**config.mk**
```make
export PLATFORM = sky130hd
export DESIGN_NAME = dsgc_eval
export DESIGN_NICKNAME = d
export VERILOG_FILES = /design/src/sv/dsgc_pkg.sv /design/src/sv/dsgc_eval.sv
export SDC_FILE = /design/constraint.sdc
export NUM_CORES = 1
export LEC_CHECK = 0
export BUFFER_PORTS_ARGS = -buffer_cell sky130_fd_sc_hd__buf_2
export CAP_MARGIN = 10
export CORE_UTILIZATION = 25
export DETAILED_ROUTE_END_ITERATION = 7
export SLEW_MARGIN = 20
export SYNTH_ARGS = -nofsm -noshare
export SYNTH_HDL_FRONTEND = slang
export SYNTH_SLANG_ARGS = --single-unit
```
**constraint.sdc**
```tcl
create_clock -name vclk -period 27.1
set_input_delay 4.065 -clock vclk [all_inputs]
set_output_delay 4.065 -clock vclk [all_outputs]
set_load 0.1 [all_outputs]
```
**src/sv/dsgc_pkg.sv**
```systemverilog
// ----------------------------------------------------------------------------
// dsgc_pkg: shared types and functions for the DSATUR coloring block
// Row width, color width, register map, pending-update bundle and popcount.
// ----------------------------------------------------------------------------
package dsgc_pkg;

  localparam int MaxVerticesDefault = 64;
  localparam int RowW   = 64;
  localparam int ColorW = 6;
  localparam int CountW = 7;

  // register map: index taken from paddr[2]
  localparam logic RegVertexCount = 1'b0;
  localparam logic RegOrderMode   = 1'b1;

  localparam logic OpLoad = 1'b0;
  localparam logic OpRun  = 1'b1;

  // neighbor-color update still owed by the previous step
  typedef struct packed {
    logic              en;
    logic [5:0]        vtx;
    logic [ColorW-1:0] col;
  } pend_t;

  function automatic logic [3:0] pop8(input logic [7:0] b);
    logic [3:0] s;
    s = 4'd0;
    for (int i = 0; i < 8; i++) s = s + 4'(b[i]);
    return s;
  endfunction

  function automatic logic [CountW-1:0] pop64(input logic [RowW-1:0] x);
    logic [CountW-1:0] s;
    s = '0;
    for (int i = 0; i < 8; i++) s = s + CountW'(pop8(x[i*8 +: 8]));
    return s;
  endfunction

endpackage

```
**src/sv/dsgc_eval.sv**
```systemverilog
// ----------------------------------------------------------------------------
// dsgc_eval: per-vertex evaluation unit
// Masks the row, folds in the owed neighbor-color update, counts bits.
// ----------------------------------------------------------------------------
module dsgc_eval (
  input  logic [dsgc_pkg::RowW-1:0]   adj,
  input  logic [dsgc_pkg::RowW-1:0]   ncs_rd,
  input  logic                        ncs_ok,
  input  logic [dsgc_pkg::RowW-1:0]   act_mask,
  input  logic [5:0]                  self_idx,
  input  dsgc_pkg::pend_t             pend,
  input  logic                        mode,
  output logic [dsgc_pkg::RowW-1:0]   eff,
  output logic [dsgc_pkg::CountW-1:0] sat,
  output logic [dsgc_pkg::CountW-1:0] deg
);

  logic [dsgc_pkg::RowW-1:0] row;
  logic [dsgc_pkg::RowW-1:0] base;

  assign row  = adj & act_mask & ~(dsgc_pkg::RowW'(1) << self_idx);
  assign base = ncs_ok ? ncs_rd : '0;
  assign eff  = (pend.en && row[pend.vtx]) ?
                (base | (dsgc_pkg::RowW'(1) << pend.col)) : base;
  assign sat  = mode ? dsgc_pkg::pop64(eff) : '0;
  assign deg  = dsgc_pkg::pop64(row);

endmodule

```
==> results of run 1 <==
[final timing paths]
kind,start,to,slack [ns],cells after the start
worst max-delay path,self_idx[5],sat[4],10.02,25
worst min-delay path,mode,sat[6],8.64,3
[kinds of logic (layout without fill, tap and decap cells)]
kind of cell,Yosys count,in the layout,synth area share [%]
and+or+nand+nor,144,144,14.2
other,0,6,0
muxes,2,2,0.755
buffers and inverters,158,403,11.1
adders and majority gates,138,138,42.5
xor gates and xnor gates,7,7,1.03
AOI/OAI and AO/OA,211,211,30.4
[layout make-up]
type / instances / area (um2) / share of cell area [%]
repair buffers: 298 / 1510 / 19.8
inverters: 105 / 394 / 5.17
multi-input cells: 502 / 5310 / 69.6
diodes: 6 / 15.0 / 0.197
well taps: 319 / 399 / 5.23
[Yosys cell counts, types with 3 or more instances]
library cell	instances
nand4_1	7
nand4bb_1	5
o211ai_1	35
and3_1	3
nor3_1	7
xor2_1	3
a211oi_1	8
o21ai_0	4
a21oi_1	16
buf_6	8
a32oi_1	21
nand3_1	16
xnor2_1	4
ha_1	30
nand3b_1	3
nand2b_1	10
fa_1	108
o221ai_1	7
nor2_1	25
nand2_1	29
clkbuf_1	36
o2111ai_1	16
a21o_1	11
nand4b_1	5
nor3b_1	3
a32o_1	64
nor2b_1	8
and2_1	9
o211ai_2	3
inv_1	105
buf_2	9
o211a_1	12
a2111o_1	3
[critical path, delay by kind of cell]
family,cells,cell delay (ns)
AND/OR/NAND/NOR,3,0.82
multiplexers,1,0.50
buffers and inverters,4,1.31
adder cells (fa/ha/maj),10,4.86
AO/OA/AOI/OAI,7,1.41
[per-stage QoR]
step / area [um2] / instances / util (%) / hold slack [ns] / setup WS (ns)
2_1_floorplan: 5970 / 660 / - / 8.56 / 8.96
3_3_place_gp: 7610 / 1224 / 32.4 / 8.64 / 10.18
3_5_place_dp: 7610 / 1224 / 32.4 / 8.65 / 10.11
4_1_cts: 7610 / 1224 / 32.4 / 8.65 / 10.06
5_1_grt: 7620 / 1226 / 32.4 / 8.66 / 9.59
6_report: 7630 / 1230 / 32.5 / 8.64 / 10.02
[per-layer routing]
layer	track usage, %	vias up	wire length, um
li1	-	2971	-
met1	26.4	3175	10200
met2	31.0	411	11400
met3	5.40	59	2740
met4	6.40	2	848
met5	0	-	13
==> summary.md, run 1 <==
| Metric | Value |
|---|---|
| Post-route setup TNS | 0 ns |
| Critical Path RT | 23.03 ns |
| Die ar. | 24500 um2 |
| Fraction of layout cells with a size suffix above 1 | 34.4% |
| Final Max Tran Viols | 0 |
| Post-CTS resize count | 0 |
| Vias/cell | 5.38 |
| Worst Setup End Kind | output port |
| First-pass GRT wire length | 37.2 mm |
| FMAX | 0.0585 GHz |
| WP data arrival | 13.02 ns |
| Number of clock buffers in the layout | 0 |
| Tot GR Track Use | 19.8% |
| Vias in the first global route | 6525 |
| CP Class | in -> out |
| Average size of a mapped cell | 9.04 um2 |
| Starting Density | 25.4% |
| Via count | 6618 |
| Port buffer count | 291 |
| Pre-antenna DRT Iters | 6 |
| Post-layout min period | 17.08 ns |
| Reg area | 0 um2 |
| GRT overflow | 0 |
| Yosys top cell by area | fa_1 |
| Min-delay worst type | in -> out |
| Mapped Cells | 660 |
| Syn_nets | 1011 |
| Max cap viols | 0 |
| Status | complete, no violations |
| Die Y | 157 um |
| Die W | 157 um |
| Commonest non-fill, non-tap cell in the layout | buf_2 |
| # nets final | 1258 |
| Hold_buf cts | 0 |
| CP max-delay cell | buf_4 |
| Row count | 56 |
| Delay of the slowest critical-path stage | 0.65 ns |
| RSZ-0062 raised after global routing | no |
| Worst-path fanout max | 85 |
| Yosys top cell area share | 36.2% |
| Detail Route Antenna Nets | 0 |
| Io pins | 291 |
| Num sequential | 0 |
| Core Box Area | 23500 um2 |
| Crit path top cell by count | fa_1 |
| Final Hold Vio Count | 0 |
| # fillers | 2521 |
| Initial antenna violation count | 7 |
| Synth unique cells | 54 |
| Routability cong. | 0.947 |
| Worst rel slew slack | 33.6% |
| Setup crit start kind | primary input |
| DR WL/cell | 20.5 um |
| Worst Tran Pin Value | 0.996 ns |
| Post-Route WL | 25.2 mm |
| Syn Std Cell Area | 5970 um2 |
| Synth top area cells | fa_1, a32o_1, inv_1 |
| Synthesis Warnings | 0 |
| Fin crit share | 63.0% |
| DRC Markers | 0 |
| Area grow syn2layout | 27.8% |
| Most frequent cells in the layout | buf_2, fa_1, inv_1 |
| HPWL after DPL | 21.6 mm |
| Count of final setup violators | 0 |
| Post-synthesis sequential area ratio | 0% |
| Number of buffers added for setup after CTS | 0 |
| DRT iter0 DRCs | 776 |
| Largest net degree at the start of global routing | 86 |
Power of run 1 is left out: the tool's default activity adds up to more than one toggle a clock period on the data nets, which glitch-free logic cannot reach.
==> run 2, diff against run 1 <==
Settings changed: ABC_AREA set to 1.
Clock period 27.1 ns to 16.4 ns, I/O delays scaled along.
==> summary.md, run 2 <==
| Metric | Value |
|---|---|
| CP Class | in -> out |
| Core Box Area | 25400 um2 |
| Yosys top cell by area | fa_1 |
| CP max-delay cell | clkinv_1 |
| Die Y | 164 um |
| Io pins | 291 |
| Final worst setup slack | 2.33 ns |
| Post-synthesis sequential area ratio | 0% |
| Routability cong. | 0.959 |
| Post-synth top cells | nand2_1, inv_1, nand3_1 |
| Vias in the first global route | 7467 |
| Worst Tran Pin Value | 1.05 ns |
| Vias/cell | 4.79 |
| DRC Markers | 0 |
| Post-Route WL | 27.3 mm |
| # fillers | 2880 |
| Area grow syn2layout | 25.5% |
| First-pass GRT wire length | 41.2 mm |
| Max cap viols | 0 |
| GRT overflow | 0 |
| Worst Setup End Kind | output port |
| Initial antenna violation count | 1 |
| Delay of the slowest critical-path stage | 1.04 ns |
| DRT iter0 DRCs | 654 |
| Number of buffers added for setup after CTS | 0 |
| Final Hold Vio Count | 0 |
| Setup crit start kind | primary input |
| WP data arrival | 11.61 ns |
| Fin crit share | 85.8% |
| FMAX | 0.0710 GHz |
| Via count | 7709 |
| Min-delay worst type | in -> out |
| DR WL/cell | 17.0 um |
| Post-CTS resize count | 0 |
| Mapped Cells | 1040 |
| Final core occ | 32.3% |
| Hold_buf cts | 0 |
| Row count | 58 |
| Pre-CTS WS | 2.89 ns |
| Final Max Tran Viols | 0 |
| Number of clock buffers in the layout | 0 |
| Post-layout min period | 14.07 ns |
| Detail Route Antenna Nets | 0 |
| Most frequent cells in the layout | buf_2, nand2_1, inv_1 |
| Synth unique cells | 30 |
| Post-route setup TNS | 0 ns |
| M1 GR Usage | 29.0% |
| Status | complete, no violations |
| HPWL after DPL | 23.2 mm |
| Commonest non-fill, non-tap cell in the layout | buf_2 |
| Yosys top cell area share | 33.0% |
| Critical Path RT | 13.94 ns |
| Hold Path Origin | mode |
| Worst-path fanout max | 57 |
| Die W | 164 um |
| Pre-antenna DRT Iters | 5 |
| Average size of a mapped cell | 6.29 um2 |
| Port buffer count | 291 |
| Die ar. | 26800 um2 |
| Gr busiest metal | met2 |
| Synth top area cells | fa_1, nand2_1, inv_1 |
| Worst rel slew slack | 29.5% |
| CP Launch Point | pend[6] |
| Count of final setup violators | 0 |
| Starting Density | 25.8% |
| RSZ-0062 raised after global routing | no |
| Met3 usage | 1.49% |
| Syn_nets | 1391 |
| # nets final | 1632 |
| Fraction of layout cells with a size suffix above 1 | 24.0% |
| Syn Std Cell Area | 6550 um2 |
| Synthesis Warnings | 0 |
| Crit path top cell by count | fa_1 |
| Reg area | 0 um2 |
| Most common cell in the synthesized netlist | nand2_1 |
| Num sequential | 0 |
| Largest net degree at the start of global routing | 65 |
| Tot GR Track Use | 19.9% |
| GRT met2 Usage | 32.3% |
==> run 2: cell count changes after synthesis, moves of 16 or more <==
cell,change
a32o_1,-64
a32oi_1,-21
inv_1,+99
o211ai_1,-35
o21ai_0,+44
o2111ai_1,-16
nand2_1,+184
nor2_1,+61
nand4_1,+58
nand3_1,+136
o21ai_1,+21
==> run 2: critical path, delay by kind of cell <==
kind / cells / cell delay, ns
adders and majority gates: 9 / 4.24
buffers and inverters: 9 / 2.74
and+or+nand+nor: 11 / 1.37
AOI/OAI and AO/OA: 4 / 0.76
==> run 2: worst paths after layout <==
kind / to / cells after the start
max: sat[5] / 33
min: sat[1] / 4
==> run 2: logic make-up (layout without fill, tap and decap cells) <==
group / after synthesis / in the layout / share of synthesized area, %
AND/OR/NAND/NOR: 546 / 546 / 38.1
buffers and inverters: 264 / 503 / 15.7
adder cells (fa/ha/maj): 138 / 138 / 38.8
AO/OA/AOI/OAI: 88 / 88 / 6.90
XOR/XNOR: 4 / 4 / 0.535
other: 0 / 1 / 0
==> run 2: metrics by stage <==
step	area (um2)	instances	hold WS [ns]
5_1_grt	8210	1610	5.45
2_1_floorplan	6550	1040	5.32
4_1_cts	8210	1609	5.42
6_report	8210	1610	5.42
3_5_place_dp	8210	1609	5.42
3_3_place_gp	8210	1609	5.42
==> run 2: layout make-up <==
class | count | area, um2 | share of cell area (%)
Tap cell | 330 | 413 | 5.03
Antenna cell | 1 | 2.50 | 0.0305
Multi-Input combinational cell | 776 | 5520 | 67.2
Timing Repair Buffer | 297 | 1500 | 18.3
Inverter | 206 | 773 | 9.41
==> run 2: routing by layer <==
layer,routed length (um),share of wire [%],vias to the layer above
li1,-,-,3780
met1,12300,45,3578
met2,12700,46,320
met3,1710,6.3,31
met4,573,2.1,0
met5,0,0,-
Power of run 2 is left out for the same reason.
